## src/rtl/itrs_pkg.sv

```systemverilog
// ---------------------------------------------------------------------------
// itrs_pkg: shared constants, types and functions
// sizes, ascii codes and the divider request and response structs
// ---------------------------------------------------------------------------
package itrs_pkg;

  localparam int WORD_WIDTH    = 32;
  localparam int MAX_DIGITS    = 32;
  localparam int VALUE_W       = 32;
  localparam int RADIX_W       = 6;
  localparam int DIGIT_W       = 6;
  localparam int CHAR_W        = 8;
  localparam int BITS_PER_STEP = 8;
  localparam int DIV_STEPS     = (WORD_WIDTH + BITS_PER_STEP - 1) / BITS_PER_STEP;
  localparam int DIV_W         = DIV_STEPS * BITS_PER_STEP;
  localparam int STEP_W        = (DIV_STEPS > 1) ? $clog2(DIV_STEPS) : 1;
  localparam int ADDR_W        = $clog2(MAX_DIGITS);
  localparam int CNT_W         = $clog2(MAX_DIGITS + 1);

  localparam logic [RADIX_W-1:0] RADIX_MIN = RADIX_W'(2);
  localparam logic [RADIX_W-1:0] RADIX_MAX = RADIX_W'(36);
  localparam logic [RADIX_W-1:0] RADIX_DEC = RADIX_W'(10);

  localparam logic [CHAR_W-1:0] ASCII_ZERO  = 8'h30;
  localparam logic [CHAR_W-1:0] ASCII_ALPHA = 8'h37;  // 'A' minus ten
  localparam logic [CHAR_W-1:0] ASCII_MINUS = 8'h2D;
  localparam logic [CHAR_W-1:0] ERR_CHAR    = 8'h00;

  typedef struct packed {
    logic               start;
    logic [DIV_W-1:0]   dividend;
    logic [RADIX_W-1:0] divisor;
  } div_req_t;

  typedef struct packed {
    logic               done;
    logic [DIV_W-1:0]   quotient;
    logic [DIGIT_W-1:0] remainder;
  } div_rsp_t;

  function automatic logic [CHAR_W-1:0] digit_char(input logic [DIGIT_W-1:0] d);
    logic [CHAR_W-1:0] d_ext;
    d_ext = CHAR_W'(d);
    if (d < DIGIT_W'(10)) begin
      return ASCII_ZERO + d_ext;
    end else begin
      return ASCII_ALPHA + d_ext;
    end
  endfunction

endpackage

```

## src/rtl/integer_to_radix_string.sv

```systemverilog
// ---------------------------------------------------------------------------
// integer_to_radix_string: signed integer to ascii string in radix 2 to 36
// repeated division by the radix, digits stored then sent msd first
// ---------------------------------------------------------------------------
// usage
//   input channel: in_value (signed) and in_radix, one transfer per string.
//   the block takes one item at a time; in_stall is high from the transfer
//   until the last character is loaded and while out_stall holds a character.
//   result channel: one transfer per character, out_last on the final one.
//   a radix outside 2..36 gives a single transfer with character 0,
//   out_last and out_error set.
//   radix 10 negative values get a leading '-', other radices treat the
//   value as unsigned.
// sequence
//   each digit is one pass of the divider, in steps of 8 quotient bits over
//   the 32-bit word, then a done strobe back to the sequencer.
//   each character is then a ram read, then an output load, with a '-'
//   loaded first; a bad radix loads its error result in the cycle after
//   the transfer.
// reset and stall
//   rst_n clears the sequencer, digit count and output valid; the digit ram
//   is not cleared since each entry is written before it is read.
//   while out_stall is high the output register holds its character and
//   the sequencer waits on it; no character is lost or repeated.
// ---------------------------------------------------------------------------
module integer_to_radix_string (
  input  logic                                clk,
  input  logic                                rst_n,
  input  logic                                in_valid,
  output logic                                in_stall,
  input  logic signed [itrs_pkg::VALUE_W-1:0] in_value,
  input  logic        [itrs_pkg::RADIX_W-1:0] in_radix,
  output logic                                out_valid,
  input  logic                                out_stall,
  output logic        [itrs_pkg::CHAR_W-1:0]  out_character,
  output logic                                out_last,
  output logic                                out_error
);

  typedef enum logic [2:0] {
    S_IDLE,
    S_DIV,
    S_SIGN,
    S_RD,
    S_EMIT
  } state_t;

  state_t                        state_r, state_nxt;
  logic [itrs_pkg::CNT_W-1:0]    count_r, count_nxt;
  logic                          neg_r, neg_nxt;
  logic [itrs_pkg::RADIX_W-1:0]  radix_r, radix_nxt;
  logic                          out_valid_r, out_valid_nxt;
  logic [itrs_pkg::CHAR_W-1:0]   out_char_r, out_char_nxt;
  logic                          out_last_r, out_last_nxt;
  logic                          out_err_r, out_err_nxt;

  itrs_pkg::div_req_t            div_req;
  itrs_pkg::div_rsp_t            div_rsp;

  logic                          ram_we;
  logic                          ram_re;
  logic [itrs_pkg::ADDR_W-1:0]   ram_raddr;
  logic [itrs_pkg::DIGIT_W-1:0]  ram_rdata;

  logic                          out_free;
  logic                          in_xfer;
  logic                          bad_radix;
  logic [itrs_pkg::WORD_WIDTH-1:0] word;
  logic                          word_neg;
  logic [itrs_pkg::WORD_WIDTH-1:0] magnitude;
  logic [itrs_pkg::CNT_W-1:0]    limit;

  // output register can take a new character this cycle
  assign out_free = !out_valid_r || !out_stall;
  assign in_stall = !((state_r == S_IDLE) && out_free);
  assign in_xfer  = in_valid && !in_stall;

  assign bad_radix = (in_radix < itrs_pkg::RADIX_MIN) || (in_radix > itrs_pkg::RADIX_MAX);

  // sign extend or truncate to the working word, magnitude only for base 10
  assign word      = itrs_pkg::WORD_WIDTH'(in_value);
  assign word_neg  = (in_radix == itrs_pkg::RADIX_DEC) && word[itrs_pkg::WORD_WIDTH-1];
  assign magnitude = word_neg ? itrs_pkg::WORD_WIDTH'(~word + itrs_pkg::WORD_WIDTH'(1))
                              : word;

  // the sign takes one place of the digit store
  assign limit = itrs_pkg::CNT_W'(itrs_pkg::MAX_DIGITS) - itrs_pkg::CNT_W'(neg_r);

  assign ram_raddr = itrs_pkg::ADDR_W'(count_r - itrs_pkg::CNT_W'(1));

  always_comb begin
    state_nxt        = state_r;
    count_nxt        = count_r;
    neg_nxt          = neg_r;
    radix_nxt        = radix_r;
    out_valid_nxt    = out_valid_r && out_stall;
    out_char_nxt     = out_char_r;
    out_last_nxt     = out_last_r;
    out_err_nxt      = out_err_r;
    div_req.start    = 1'b0;
    div_req.dividend = itrs_pkg::DIV_W'(magnitude);
    div_req.divisor  = in_radix;
    ram_we           = 1'b0;
    ram_re           = 1'b0;

    unique case (state_r)
      S_IDLE: begin
        if (in_xfer) begin
          if (bad_radix) begin
            out_valid_nxt = 1'b1;
            out_char_nxt  = itrs_pkg::ERR_CHAR;
            out_last_nxt  = 1'b1;
            out_err_nxt   = 1'b1;
          end else begin
            neg_nxt       = word_neg;
            radix_nxt     = in_radix;
            count_nxt     = '0;
            div_req.start = 1'b1;
            state_nxt     = S_DIV;
          end
        end
      end
      S_DIV: begin
        // later passes divide by the radix held from the transfer
        div_req.dividend = div_rsp.quotient;
        div_req.divisor  = radix_r;
        if (div_rsp.done) begin
          // low order digits are kept when the store is full
          if (count_r < limit) begin
            ram_we    = 1'b1;
            count_nxt = count_r + itrs_pkg::CNT_W'(1);
          end
          if (div_rsp.quotient != '0) begin
            div_req.start = 1'b1;
          end else begin
            state_nxt = neg_r ? S_SIGN : S_RD;
          end
        end
      end
      S_SIGN: begin
        if (out_free) begin
          out_valid_nxt = 1'b1;
          out_char_nxt  = itrs_pkg::ASCII_MINUS;
          out_last_nxt  = 1'b0;
          out_err_nxt   = 1'b0;
          state_nxt     = S_RD;
        end
      end
      S_RD: begin
        ram_re    = 1'b1;
        state_nxt = S_EMIT;
      end
      S_EMIT: begin
        if (out_free) begin
          out_valid_nxt = 1'b1;
          out_char_nxt  = itrs_pkg::digit_char(ram_rdata);
          out_last_nxt  = (count_r == itrs_pkg::CNT_W'(1));
          out_err_nxt   = 1'b0;
          count_nxt     = count_r - itrs_pkg::CNT_W'(1);
          state_nxt     = (count_r == itrs_pkg::CNT_W'(1)) ? S_IDLE : S_RD;
        end
      end
      default: begin
        state_nxt = S_IDLE;
      end
    endcase
  end

  always_ff @(posedge clk) begin
    if (!rst_n) begin
      state_r     <= S_IDLE;
      count_r     <= '0;
      neg_r       <= 1'b0;
      radix_r     <= '0;
      out_valid_r <= 1'b0;
    end else begin
      state_r     <= state_nxt;
      count_r     <= count_nxt;
      neg_r       <= neg_nxt;
      radix_r     <= radix_nxt;
      out_valid_r <= out_valid_nxt;
    end
  end

  // character payload, no reset needed
  always_ff @(posedge clk) begin
    out_char_r <= out_char_nxt;
    out_last_r <= out_last_nxt;
    out_err_r  <= out_err_nxt;
  end

  itrs_div u_div (
    .clk   (clk),
    .rst_n (rst_n),
    .req   (div_req),
    .rsp   (div_rsp)
  );

  // digit store, least significant digit at address zero
  itrs_ram #(
    .WIDTH (itrs_pkg::DIGIT_W),
    .DEPTH (itrs_pkg::MAX_DIGITS)
  ) u_digits (
    .clk   (clk),
    .we    (ram_we),
    .waddr (count_r[itrs_pkg::ADDR_W-1:0]),
    .wdata (div_rsp.remainder),
    .re    (ram_re),
    .raddr (ram_raddr),
    .rdata (ram_rdata)
  );

  assign out_valid     = out_valid_r;
  assign out_character = out_char_r;
  assign out_last      = out_last_r;
  assign out_error     = out_err_r;

  // an accepted item always leads to work or to a loaded error result
  a_xfer_starts: assert property (@(posedge clk) disable iff (!rst_n)
    in_xfer |=> (state_r == S_DIV) || (out_valid_r && out_err_r))
    else $error("accepted item started nothing");

  // divider only finishes while the sequencer waits on it
  a_div_done: assert property (@(posedge clk) disable iff (!rst_n)
    div_rsp.done |-> (state_r == S_DIV))
    else $error("divider finished outside divide phase");

  // digit count stays within the store
  a_count_range: assert property (@(posedge clk) disable iff (!rst_n)
    count_r <= itrs_pkg::CNT_W'(itrs_pkg::MAX_DIGITS))
    else $error("digit count beyond store depth");

  // emission never starts with an empty store
  a_emit_nonempty: assert property (@(posedge clk) disable iff (!rst_n)
    (state_r == S_RD) |-> (count_r != '0))
    else $error("read phase with no stored digits");

  // an error result always closes its string
  a_err_last: assert property (@(posedge clk) disable iff (!rst_n)
    (out_valid_r && out_err_r) |-> (out_last_r && (out_char_r == itrs_pkg::ERR_CHAR)))
    else $error("error result not a lone last character");

endmodule

```

## src/rtl/itrs_ram.sv

```systemverilog
// ---------------------------------------------------------------------------
// itrs_ram: generic single write, single read ram
// one write port, one read port with registered read data
// ---------------------------------------------------------------------------
module itrs_ram #(
  parameter int WIDTH = 8,
  parameter int DEPTH = 32
) (
  input  logic                     clk,
  input  logic                     we,
  input  logic [$clog2(DEPTH)-1:0] waddr,
  input  logic [WIDTH-1:0]         wdata,
  input  logic                     re,
  input  logic [$clog2(DEPTH)-1:0] raddr,
  output logic [WIDTH-1:0]         rdata
);

  logic [WIDTH-1:0] mem [DEPTH];
  logic [WIDTH-1:0] rdata_r;

  always_ff @(posedge clk) begin
    if (we) begin
      mem[waddr] <= wdata;
    end
    if (re) begin
      rdata_r <= mem[raddr];
    end
  end

  assign rdata = rdata_r;

endmodule

```

## src/rtl/itrs_div.sv

```systemverilog
// ---------------------------------------------------------------------------
// itrs_div: iterative divider by a small radix
// restoring division, several quotient bits per cycle, remainder is the digit
// ---------------------------------------------------------------------------
module itrs_div (
  input  logic               clk,
  input  logic               rst_n,
  input  itrs_pkg::div_req_t req,
  output itrs_pkg::div_rsp_t rsp
);

  logic [itrs_pkg::DIV_W-1:0]   q_r, q_nxt;
  logic [itrs_pkg::DIGIT_W-1:0] rem_r, rem_nxt;
  logic [itrs_pkg::RADIX_W-1:0] dvs_r;
  logic [itrs_pkg::STEP_W-1:0]  step_r;
  logic                         busy_r;
  logic                         done_r;

  // one chunk of restoring division steps on the narrow remainder
  always_comb begin
    logic [itrs_pkg::DIGIT_W:0] r_w;
    logic [itrs_pkg::DIGIT_W:0] t_w;
    q_nxt = q_r;
    r_w   = {1'b0, rem_r};
    for (int j = 0; j < itrs_pkg::BITS_PER_STEP; j++) begin
      t_w   = {r_w[itrs_pkg::DIGIT_W-1:0], q_nxt[itrs_pkg::DIV_W-1]};
      q_nxt = {q_nxt[itrs_pkg::DIV_W-2:0], 1'b0};
      if (t_w >= {1'b0, dvs_r}) begin
        r_w      = t_w - {1'b0, dvs_r};
        q_nxt[0] = 1'b1;
      end else begin
        r_w = t_w;
      end
    end
    rem_nxt = r_w[itrs_pkg::DIGIT_W-1:0];
  end

  always_ff @(posedge clk) begin
    if (!rst_n) begin
      busy_r <= 1'b0;
      done_r <= 1'b0;
      step_r <= '0;
    end else begin
      done_r <= 1'b0;
      if (req.start) begin
        busy_r <= 1'b1;
        step_r <= '0;
      end else if (busy_r) begin
        step_r <= step_r + itrs_pkg::STEP_W'(1);
        if (step_r == itrs_pkg::STEP_W'(itrs_pkg::DIV_STEPS - 1)) begin
          busy_r <= 1'b0;
          done_r <= 1'b1;
        end
      end
    end
  end

  always_ff @(posedge clk) begin
    if (req.start) begin
      q_r   <= req.dividend;
      rem_r <= '0;
      dvs_r <= req.divisor;
    end else if (busy_r) begin
      q_r   <= q_nxt;
      rem_r <= rem_nxt;
    end
  end

  assign rsp.done      = done_r;
  assign rsp.quotient  = q_r;
  assign rsp.remainder = rem_r;

endmodule

```

## config.mk

```make
export PLATFORM = sky130hd
export DESIGN_NAME = integer_to_radix_string
export DESIGN_NICKNAME = d
export VERILOG_FILES = /design/src/rtl/itrs_pkg.sv /design/src/rtl/integer_to_radix_string.sv /design/src/rtl/itrs_ram.sv /design/src/rtl/itrs_div.sv
export SDC_FILE = /design/constraint.sdc
export NUM_CORES = 1
export LEC_CHECK = 0
export ABC_AREA = 1
export ABC_CLOCK_PERIOD_IN_PS = 13950
export CAP_MARGIN = 40
export CORE_MARGIN = 2
export CORE_UTILIZATION = 60
export CTS_CLUSTER_DIAMETER = 50
export DETAILED_ROUTE_END_ITERATION = 16
export DONT_BUFFER_PORTS = 1
export MAX_ROUTING_LAYER = met4
export PLACE_DENSITY = 0.81
export SLEW_MARGIN = 20
export SYNTH_ARGS = -nofsm -noshare
export SYNTH_HDL_FRONTEND = slang
export SYNTH_SLANG_ARGS = --single-unit
```

## constraint.sdc

```tcl
create_clock -name clk -period 13.95 [get_ports clk]
set_input_delay 0 -clock clk [delete_from_list [all_inputs] [get_ports clk]]
set_output_delay 0 -clock clk [all_outputs]
set_load 0.01 [all_outputs]
```

==> metrics.md, run 1 <==
| Metric | Value |
|---|---|
| Result of the run | finished clean |
| Number of synthesis warnings | 0 |
| Number of buffer and inverter stages on the critical path | 14 |
| Number of fillers in the final layout | 1663 |
| Largest net degree at the start of global routing | between 70 and 80 |
| Cell type with the highest occurrence count on the critical path | sky130_fd_sc_hd__nand2_1 |
| Worst-case headroom to the max-slew limit | about 45% |
| Wire length of the first global-routing pass | approximately 60000 um |
| Min cycle time layout | 12.83 ns |
| Routed wire length | between 30000 and 40000 um |
| Synthesized area divided by synthesized cell count | 9.88 um2 |
| CTS root buffer | sky130_fd_sc_hd__clkbuf_16 |
| Setup TNS | 0 ns |
| Fraction of the cycle the final worst path needs | about 90% |
| Count of endpoints failing hold in the final timing report | 0 |
| Clock latency on the worst-skew pair | between 0.5 and 0.6 ns |
| Area of combinational cells with multiple inputs | between 6000 and 7000 um2 |
| Remaining antenna violation count after routing | 0 |
| Clock Pin Slew Worst Setup and Hold Paths | 0.06 ns |
| Cell Count Post-Placement | 1780 |
| Clock Skew | about 0.017 ns |
| Cell with the largest stage delay on the worst path | sky130_fd_sc_hd__edfxtp_1 |
| Clock buffer count from CTS | 29 |
| Average wire length per cell after detail routing | roughly 20 um |
| Clock tree from TritonCTS | built |
| CP Data Required Time | ~14 ns |
| Routed via count | 11800 |
| I/O pin cnt | 54 |
| Number of port buffers | 0 |
| Arrival time of the worst setup path | roughly 13 ns |
| DP Wirelength | between 20000 and 25000 um |
| Total number of cells along the worst setup path | 85 |
| FF-to-FF setup slack | between 1 and 1.5 ns |
| Placer congestion estimate | 0.968 |
| Via count of the first global-routing pass | 11600 |
| Start of the worst register-to-register path | u_div.q_r[31] |
| Worst-path maximum fanout | 10 |
| Final setup violating endpoints | 0 |
| FFs w/ async S/R, synth | 0% |
| Total die area | between 20000 and 30000 um2 |
| Seq cells post-synth | 272 |
| Final instance area | 16700 um2 |
| Unrepaired setup endpoints after global routing | false |
| CP endpoint kind | flip-flop |
| Commonest non-fill, non-tap cell in the layout | sky130_fd_sc_hd__edfxtp_1 |
| Via density per instance | 6.22 |
| Share of layout cells above drive strength 1 | approximately 8.1% |
| WS Path Type | flip-flop to flip-flop |
| DRC violations left | 0 |
| Mapped Cells | about 1500 |
| Top achievable clock speed | just under 80 MHz |
| Sequential cell area fraction in the yosys report | a little over half |
| Syn_nets | 1601 |
| Leading cell types in the layout, fill and taps excluded | sky130_fd_sc_hd__edfxtp_1 (245), sky130_fd_sc_hd__nand2_1 (212), sky130_fd_sc_hd__nor2_1 (207) |
| Max Cap Violations | 0 |
| Worst hold endpoint | u_div.q_r[30] |
| Number of cells on the worst hold path | 4 |
| Hold Crit Class | primary input to flip-flop |
| Row count | between 50 and 60 |
| Clk sink count | roughly 270 |
| Hold Path Origin | in_value[27] |
| Area overhead of the layout relative to synthesis | 13.7% |
| All-Layer GR Usage | between 30% and 40% |
| Antenna violations before repair | 1 |
| Hold slack final | between 0.015 and 0.02 ns |
| Cell depth of the worst flop-to-flop path | 85 |
| Max Root-Sink Buffers | 3 |
| Area used by sequential logic in the layout | between 7000 and 8000 um2 |
| Nets | 1659 |
| Post-synthesis cell area | around 15000 um2 |
| DRC violation total after the first TritonRoute iteration | 1329 |
| Non-Filler Instances | roughly 1900 |
| EDFF count, synth | roughly 250 |
| Total gr overflow | 0 |
| Worst stage delay on the critical path | approximately 0.51 ns |
| Transition at the pin with the smallest max-transition slack | about 0.82 ns |
| Post-synthesis cell type count | 53 |
| Count of final max-slew check failures | 0 |
| Worst R2R End | u_div.rem_r[0] |
| Chip Height | around 160 um |
| Effective utilization at floorplan | about three fifths |
| Type of origin of the critical path | flip-flop |
| Most used DFF post-synth | sky130_fd_sc_hd__edfxtp_1 |
| Post-DP Area | 15100 um2 |
| Core box area | 24200 um2 |
| Die X | about 160 um |
| Crit-path leading delay family | compound AO/OA/AOI/OAI gates |
| Total iterations of the first detailed-routing run | 8 |
| Number of H-tree levels | 1 |
[cells in the mapped netlist, types with 6 or more instances]
cell type | n | share of area (%)
sky130_fd_sc_hd__a21oi_1 | 58 | 2.0
sky130_fd_sc_hd__a22o_1 | 11 | 0.66
sky130_fd_sc_hd__a31oi_1 | 11 | 0.47
sky130_fd_sc_hd__clkbuf_1 | 50 | 1.3
sky130_fd_sc_hd__dfxtp_1 | 27 | 3.7
sky130_fd_sc_hd__edfxtp_1 | 245 | 50
sky130_fd_sc_hd__fa_1 | 8 | 1.1
sky130_fd_sc_hd__ha_1 | 62 | 5.3
sky130_fd_sc_hd__inv_1 | 131 | 3.3
sky130_fd_sc_hd__mux2i_1 | 19 | 1.3
sky130_fd_sc_hd__nand2_1 | 212 | 5.4
sky130_fd_sc_hd__nand3_1 | 55 | 1.9
sky130_fd_sc_hd__nand3_4 | 6 | 0.71
sky130_fd_sc_hd__nand4_1 | 16 | 0.68
sky130_fd_sc_hd__nor2_1 | 207 | 5.3
sky130_fd_sc_hd__nor2_2 | 8 | 0.34
sky130_fd_sc_hd__nor3_1 | 16 | 0.54
sky130_fd_sc_hd__nor4_1 | 10 | 0.43
sky130_fd_sc_hd__o211ai_1 | 20 | 1.0
sky130_fd_sc_hd__o21ai_0 | 139 | 4.7
sky130_fd_sc_hd__o21ai_1 | 6 | 0.20
sky130_fd_sc_hd__o221ai_1 | 19 | 1.1
sky130_fd_sc_hd__o32ai_1 | 29 | 1.7
sky130_fd_sc_hd__xnor2_1 | 27 | 1.6
sky130_fd_sc_hd__xor2_1 | 32 | 1.9
[per-layer routing]
| layer | vias up | track usage (%) | share of wire, % |
|---|---|---|---|
| li1 | 5406 | - | - |
| met1 | 5601 | 37.3 | 39 |
| met3 | 129 | 3.54 | 7.1 |
| met4 | 0 | 12.8 | 4.4 |
| met5 | - | - | 0 |
| met2 | 647 | 50.9 | 50 |
[worst max path at each step]
stage                   startpoint        endpoint  slack, ns
floorplan           u_div.dvs_r[1]  u_div.rem_r[1]       1.35
global placement    u_div.dvs_r[1]  u_div.rem_r[4]       0.75
detailed placement  u_div.dvs_r[1]  u_div.rem_r[4]       0.19
CTS                 u_div.dvs_r[1]  u_div.rem_r[4]       0.16
global route        u_div.dvs_r[4]  u_div.rem_r[0]       0.02
finish               u_div.q_r[31]  u_div.rem_r[0]       1.12
[through the flow]
stage	utilization [%]	setup slack, ns
after CTS	68.6	0.157
after floorplan	-	1.35
final	69.2	1.12
after global placement	62.3	0.747
after global routing	69.2	0.0150
after detailed placement	62.5	0.189
[worst reg2reg max path: cells and delay by family, from the launching register on]
family | cells | cell delay, ns
flops | 1 | 0.51
compound gates | 28 | 4.78
fa+ha+maj | 9 | 2.74
simple gates | 34 | 3.36
buf+inv | 14 | 1.33
[sequential cells by signal, indices dropped and copies added, names as in the netlist, 2 cells and up]
register	count
count_r	6
out_character	7
radix_r	6
state_r	3
u_digits.mem	192
u_digits.rdata	6
u_div.dvs_r	6
u_div.q_r	32
u_div.rem_r	6
u_div.step_r	2
[cells by family after synthesis]
group | after synthesis | synth area share [%]
simple gates | 549 | 16.4
compound gates | 325 | 13.6
flops | 272 | 53.7
buf+inv | 194 | 5.01
fa+ha+maj | 70 | 6.36
xor+xnor | 59 | 3.51
mux | 19 | 1.29
other cells | 1 | 0.0255
[area by class of cell]
cell class | instances | area share [%]
Clock buffer | 32 | 4.41
Antenna cell | 1 | 0.0150
Tap cell | 324 | 2.42
Clock inverter | 22 | 1.35
Inverter | 136 | 3.05
Timing Repair Buffer | 85 | 4.74
Sequential cell | 272 | 47.2
Multi-Input combinational cell | 1023 | 36.8
[repair_timing]
item,in CTS,in global routing
hold buffers,52,0
gates resized for setup,0,21
endpoints found under the setup margin,0,7
endpoints found under the hold margin,60,0
setup buffers,0,7
Power of run 1 is not shown: default switching activity piles up to over one toggle a cycle in this logic, so the estimate is an artifact.
==> inputs of run 2 (changes only) <==
Settings changed: CORE_UTILIZATION 60 to 50, PLACE_DENSITY 0.81 to 0.7.
==> run 2 against run 1 <==
  * Sequential share of layout area fell by 0.38 points
  * Register-to-register slack got worse by 0.07 ns
  * Critical path depth fell by 1
  * Setup slack got worse by 0.070 ns
  * Critical path type unchanged
==> metrics.md, run 2 (synthesis results as in run 1) <==
| Metric | Value |
|---|---|
| Register name with the most flops | u_digits.mem |
| Number of buffer and inverter stages on the critical path | 14 (unchanged) |
| Arrival time of the worst setup path | 13.28 ns (about the same) |
| Routed wire length | 36400 um (-4.8%) |
| Number of H-tree levels | 1 (unchanged) |
| Cell Count Post-Placement | 1837 (+3.2%) |
| Result of the run | finished clean |
| Total die area | 30800 um2 (+19%) |
| Hold Crit Class | primary input to flip-flop |
| DP Wirelength | 24100 um (-0.63%) |
| CP endpoint kind | flip-flop |
| Remaining antenna violation count after routing | 0 (unchanged) |
| Transition at the pin with the smallest max-transition slack | 0.780 ns (-0.0427 ns) |
| I/O pin cnt | 54 (unchanged) |
| Crit-path leading delay family | compound AO/OA/AOI/OAI gates |
| Share of layout cells above drive strength 1 | 8.27% (+0.18 points) |
| Clock tree from TritonCTS | built |
| Chip Height | 176 um (+9.3%) |
| Cell type with the highest occurrence count on the critical path | sky130_fd_sc_hd__nand2_1 |
| Placer congestion estimate | 0.940 (-2.9%) |
| Clk sink count | 272 (unchanged) |
| Via density per instance | 5.79 (-6.8%) |
| Clock buffer count from CTS | 28 (-3.4%) |
| Min cycle time layout | 12.90 ns (+0.0702 ns) |
| Final setup violating endpoints | 0 (unchanged) |
| Clock Skew | 0.0295 ns (+0.0127 ns) |
| Worst-path maximum fanout | 12 (+2) |
| Sum of met3 wire segment lengths after detailed routing | 2050 um (-24%) |
| All-Layer GR Usage | 24.2% (-6.0 points) |
| Type of origin of the critical path | flip-flop |
| WS Path Type | flip-flop to flip-flop |
| Max Root-Sink Buffers | 3 (unchanged) |
| Nets | 1663 (+0.24%) |
| DRC violations left | 0 (unchanged) |
| Number of port buffers | 0 (unchanged) |
| Die X | 176 um (+9.3%) |
| Total iterations of the first detailed-routing run | 5 (-3) |
| Row count | 62 (+8.8%) |
| Diode count | 0 (-1) |
| Fraction of the cycle the final worst path needs | 92.4% (+0.50 points) |
| Wire length the detailed router placed on met1 | 15200 um (+2.6%) |
| Worst stage delay on the critical path | 0.47 ns (-0.04 ns) |
| Commonest non-fill, non-tap cell in the layout | sky130_fd_sc_hd__edfxtp_1 |
| Flip-flop count of the largest register, all copies and words added | 192 (unchanged) |
| Largest net degree at the start of global routing | 97 (+37%) |
| Uppermost layer routed | met4 |
| Antenna violations before repair | 0 (-1) |
| Core box area | 28900 um2 (+19%) |
| CP Data Required Time | 14.33 ns (-0.09 ns) |
| Count of endpoints failing hold in the final timing report | 0 (unchanged) |
| Routed met2 length | 17700 um (-6.7%) |
| FF-to-FF setup slack | 1.05 ns (-0.07 ns) |
| Top achievable clock speed | 77.5 MHz (-0.54%) |
| Total gr overflow | 0 (unchanged) |
| Worst-case headroom to the max-slew limit | 47.7% (+3.1 points) |
| DRC violation total after the first TritonRoute iteration | 816 (-39%) |
| CTS root buffer | sky130_fd_sc_hd__clkbuf_16 |
| Clock Pin Slew Worst Setup and Hold Paths | 0.06 ns (about the same) |
| Leading cell types in the layout, fill and taps excluded | sky130_fd_sc_hd__edfxtp_1 (245), sky130_fd_sc_hd__nand2_1 (212), sky130_fd_sc_hd__nor2_1 (207) |
| Via count of the first global-routing pass | 11100 (-4.1%) |
| Max Cap Violations | 0 (unchanged) |
| Wire length of the first global-routing pass | 58000 um (-3.4%) |
| Routed via count | 11300 (-3.8%) |
| Area overhead of the layout relative to synthesis | 14.7% |
| Clock latency on the worst-skew pair | 0.55 ns (about the same) |
| Non-Filler Instances | 1956 (+3.2%) |
| Effective utilization at floorplan | 51.0% (-9.9 points) |
| Average wire length per cell after detail routing | 18.6 um (-7.8%) |
| Cell with the largest stage delay on the worst path | sky130_fd_sc_hd__edfxtp_1 |
| Count of final max-slew check failures | 0 (unchanged) |
[run 2: final cells by class]
cell class,instances,area (um2)
Clock buffer,32,716
Clock inverter,19,264
Fill cell,2393,12000
Inverter,136,510
Multi-Input combinational cell,1023,6150
Sequential cell,272,7900
Tap cell,384,480
Timing Repair Buffer,90,838
[run 2: stage by stage]
step / worst slack (ns) / hold WS, ns / cell area [um2] / setup TNS (ns) / utilization, %
after floorplan: 1.35 / 0.132 / 14700 / 0 / -
after global placement: 0.676 / 0.124 / 15100 / 0 / 52.4
after detailed placement: 0.150 / 0.132 / 15200 / 0 / 52.5
after CTS: 0.106 / 0.000510 / 16600 / 0 / 57.6
after global routing: -0.0515 / 0.0472 / 16900 / -0.0969 / 58.4
final: 1.05 / 0.0222 / 16900 / 0 / 58.4
[run 2: routing by layer]
metal / vias to the layer above / global-route usage [%]
li1: 5424 / -
met1: 5397 / 30.2
met2: 417 / 40.6
met3: 94 / 3.10
met4: 0 / 9.06
met5: - / -
[run 2: final timing paths]
path             startpoint             end  depth (start not counted)
max          u_div.dvs_r[1]  u_div.rem_r[1]                         84
min            in_value[25]   u_div.q_r[28]                          4
max reg2reg  u_div.dvs_r[1]  u_div.rem_r[1]                         84
min reg2reg      radix_r[1]      radix_r[1]                          2
[run 2: repair_timing]
item	in CTS	in global routing
setup endpoints to repair	0	7
hold buffers	48	2
resized for setup	0	17
endpoints found under the hold margin	58	2
setup buffers	0	15
[run 2: worst min-delay path, delay by kind of cell]
family | cells | cell delay [ns]
compound gates | 2 | 0.21
xor+xnor | 1 | 0.15
simple gates | 1 | 0.09
Power of run 2 is left out for the same reason.
==> inputs of run 3 (changes only) <==
Settings changed: RECOVER_POWER set to 100.
==> run 3 against run 2 <==
  * The run now ends with capacitance limit, slew limit left
  * Routed wire length down 0.16%
  * Count of clock-buffer cells in the layout unchanged
  * Global-route usage unchanged
  * First-iteration DRC count up 9.4%
  * Register-to-register slack better by 0.03 ns
  * Via count down 0.56%
  * Core utilization down 0.27 points
==> metrics.md, run 3 (synthesis results as in run 1) <==
| Metric | Value |
|---|---|
| Result of the run | finished with violations |
| Failing checks | capacitance limit, slew limit |
| DRC violation total after the first TritonRoute iteration | 893 (+9.4%) |
| CTS root buffer | sky130_fd_sc_hd__clkbuf_16 |
| Final core utilization | 58.2% (-0.27 points) |
| Routed wire length | 36300 um (-0.16%) |
| Via density per instance | 5.76 (-0.56%) |
| Number of buffer and inverter stages on the critical path | 14 (unchanged) |
| Clock Pin Slew Worst Setup and Hold Paths | 0.06 ns (about the same) |
| Flip-flop count of the largest register, all copies and words added | 192 (unchanged) |
| Core box area | 28900 um2 (unchanged) |
| DRC violations left | 0 (unchanged) |
| Total iterations of the first detailed-routing run | 5 (unchanged) |
| Number of fillers in the final layout | 2415 (+0.92%) |
| Hold Crit Class | primary input to flip-flop |
| I/O pin cnt | 54 (unchanged) |
| Count of endpoints failing hold in the final timing report | 0 (unchanged) |
| Arrival time of the worst setup path | 13.25 ns (-0.03 ns) |
| Transition at the pin with the smallest max-transition slack | 2.34 ns (+1.56 ns) |
| Die X | 176 um (unchanged) |
| Clock latency on the worst-skew pair | 0.55 ns (about the same) |
| Total gr overflow | 0 (unchanged) |
| Total die area | 30800 um2 (unchanged) |
| Number of port buffers | 0 (unchanged) |
| Row count | 62 (unchanged) |
| Max Cap Violations | 5 (+5) |
| Worst stage delay on the critical path | 0.47 ns (about the same) |
| Remaining antenna violation count after routing | 0 (unchanged) |
| Wire length of the first global-routing pass | 58000 um (unchanged) |
| Area of combinational cells with multiple inputs | 6140 um2 (-0.18%) |
| Crit-path leading delay family | compound AO/OA/AOI/OAI gates |
| Type of origin of the critical path | flip-flop |
| Clock tree from TritonCTS | built |
| Routed via count | 11300 (-0.56%) |
| Clock buffer count from CTS | 28 (unchanged) |
| Setup TNS | 0 ns (unchanged) |
| Effective utilization at floorplan | 51.0% (unchanged) |
| Max Root-Sink Buffers | 3 (unchanged) |
| CP Data Required Time | 14.34 ns (about the same) |
| All-Layer GR Usage | 24.2% (unchanged) |
| Worst-path maximum fanout | 12 (unchanged) |
| Top achievable clock speed | 77.7 MHz (+0.26%) |
| Fraction of the cycle the final worst path needs | 92.2% (-0.24 points) |
| Via count of the first global-routing pass | 11100 (unchanged) |
| Largest net degree at the start of global routing | 97 (unchanged) |
| Commonest non-fill, non-tap cell in the layout | sky130_fd_sc_hd__edfxtp_1 |
| Cell with the largest stage delay on the worst path | sky130_fd_sc_hd__edfxtp_1 |
| Share of layout cells above drive strength 1 | 7.32% (-0.95 points) |
| Cell type with the highest occurrence count on the critical path | sky130_fd_sc_hd__nand2_1 |
| Average wire length per cell after detail routing | 18.6 um (-0.16%) |
| CP endpoint kind | flip-flop |
| Count of final max-slew check failures | 216 (+216) |
| Number of H-tree levels | 1 (unchanged) |
| Clock Skew | 0.0268 ns (-0.00277 ns) |
| Final instance area | 16800 um2 (-0.46%) |
| Clk sink count | 272 (unchanged) |
| WS Path Type | flip-flop to flip-flop |
| DP Wirelength | 24100 um (unchanged) |
| FF-to-FF setup slack | 1.09 ns (+0.03 ns) |
| Diode count | 0 (unchanged) |
| Antenna violations before repair | 0 (unchanged) |
| Nets | 1663 (unchanged) |
| Chip Height | 176 um (unchanged) |
| Area overhead of the layout relative to synthesis | 14.1% |
| Final setup violating endpoints | 0 (unchanged) |
| Min cycle time layout | 12.86 ns (-0.0330 ns) |
| Register name with the most flops | u_digits.mem |
| Post-DP Area | 15200 um2 (unchanged) |
| Area used by sequential logic in the layout | 7900 um2 (about the same) |
| Leading cell types in the layout, fill and taps excluded | sky130_fd_sc_hd__edfxtp_1 (245), sky130_fd_sc_hd__nand2_1 (212), sky130_fd_sc_hd__nor2_1 (207) |
| Worst-case headroom to the max-slew limit | -55.9% (-100 points) |
| Placer congestion estimate | 0.940 (unchanged) |
-- run 3: changes by cell type in the layout (fill, tap and decap cells not counted), sizes merged --
cell / delta
buf: -9
clkbuf: +9
-- run 3: routing by layer --
layer | GRT usage [%] | part of all wire [%] | vias up | routed length [um]
li1 | - | - | 5423 | -
met1 | 30.2 | 41 | 5361 | 15000
met2 | 40.6 | 49 | 391 | 17900
met3 | 3.10 | 5.6 | 93 | 2050
met4 | 9.06 | 3.8 | 0 | 1390
met5 | - | 0 | - | 0
-- run 3: timing repair --
item / in CTS / in global routing
buffers inserted: 0 / 15
hold buffers: 48 / 2
resized for setup: 0 / 17
hold endpoints to repair: 58 / 2
endpoints found under the setup margin: 0 / 7
-- run 3: worst register-to-register path: cells and delay by family, from the launching register on --
kind | cells | cell delay [ns]
flip-flops | 1 | 0.47
buffers and inverters | 14 | 1.25
adder cells (fa/ha/maj) | 8 | 2.57
AND/OR/NAND/NOR | 32 | 3.42
AO/OA/AOI/OAI | 30 | 4.99
-- run 3: metrics by stage --
step                      hold WS [ns]  std cells  setup WS (ns)
after floorplan                  0.132       1489           1.35
after global placement           0.124       1835          0.676
after detailed placement         0.132       1837          0.150
after CTS                     0.000510       1936          0.106
after global routing            0.0472       1956        -0.0570
final                           0.0137       1956           1.09
-- run 3: path summary, 6_finish.rpt --
path                                     start              to  depth (start not counted)
worst max register to register  u_div.dvs_r[1]  u_div.rem_r[1]                         84
worst max-delay path            u_div.dvs_r[1]  u_div.rem_r[1]                         84
worst min-delay path               in_value[9]   u_div.q_r[10]                          4
worst min register to register      radix_r[1]      radix_r[1]                          2
-- run 3: final cells by class --
type                    instances  share of cell area [%]
clock inverters                19                    1.57
clock buffers                  32                    4.26
inverters                     136                    3.04
repair buffers                 90                    4.62
multi-input cells            1023                    36.6
flip-flops and latches        272                    47.0
well taps                     384                    2.86
Power of run 3 is left out for the same reason.
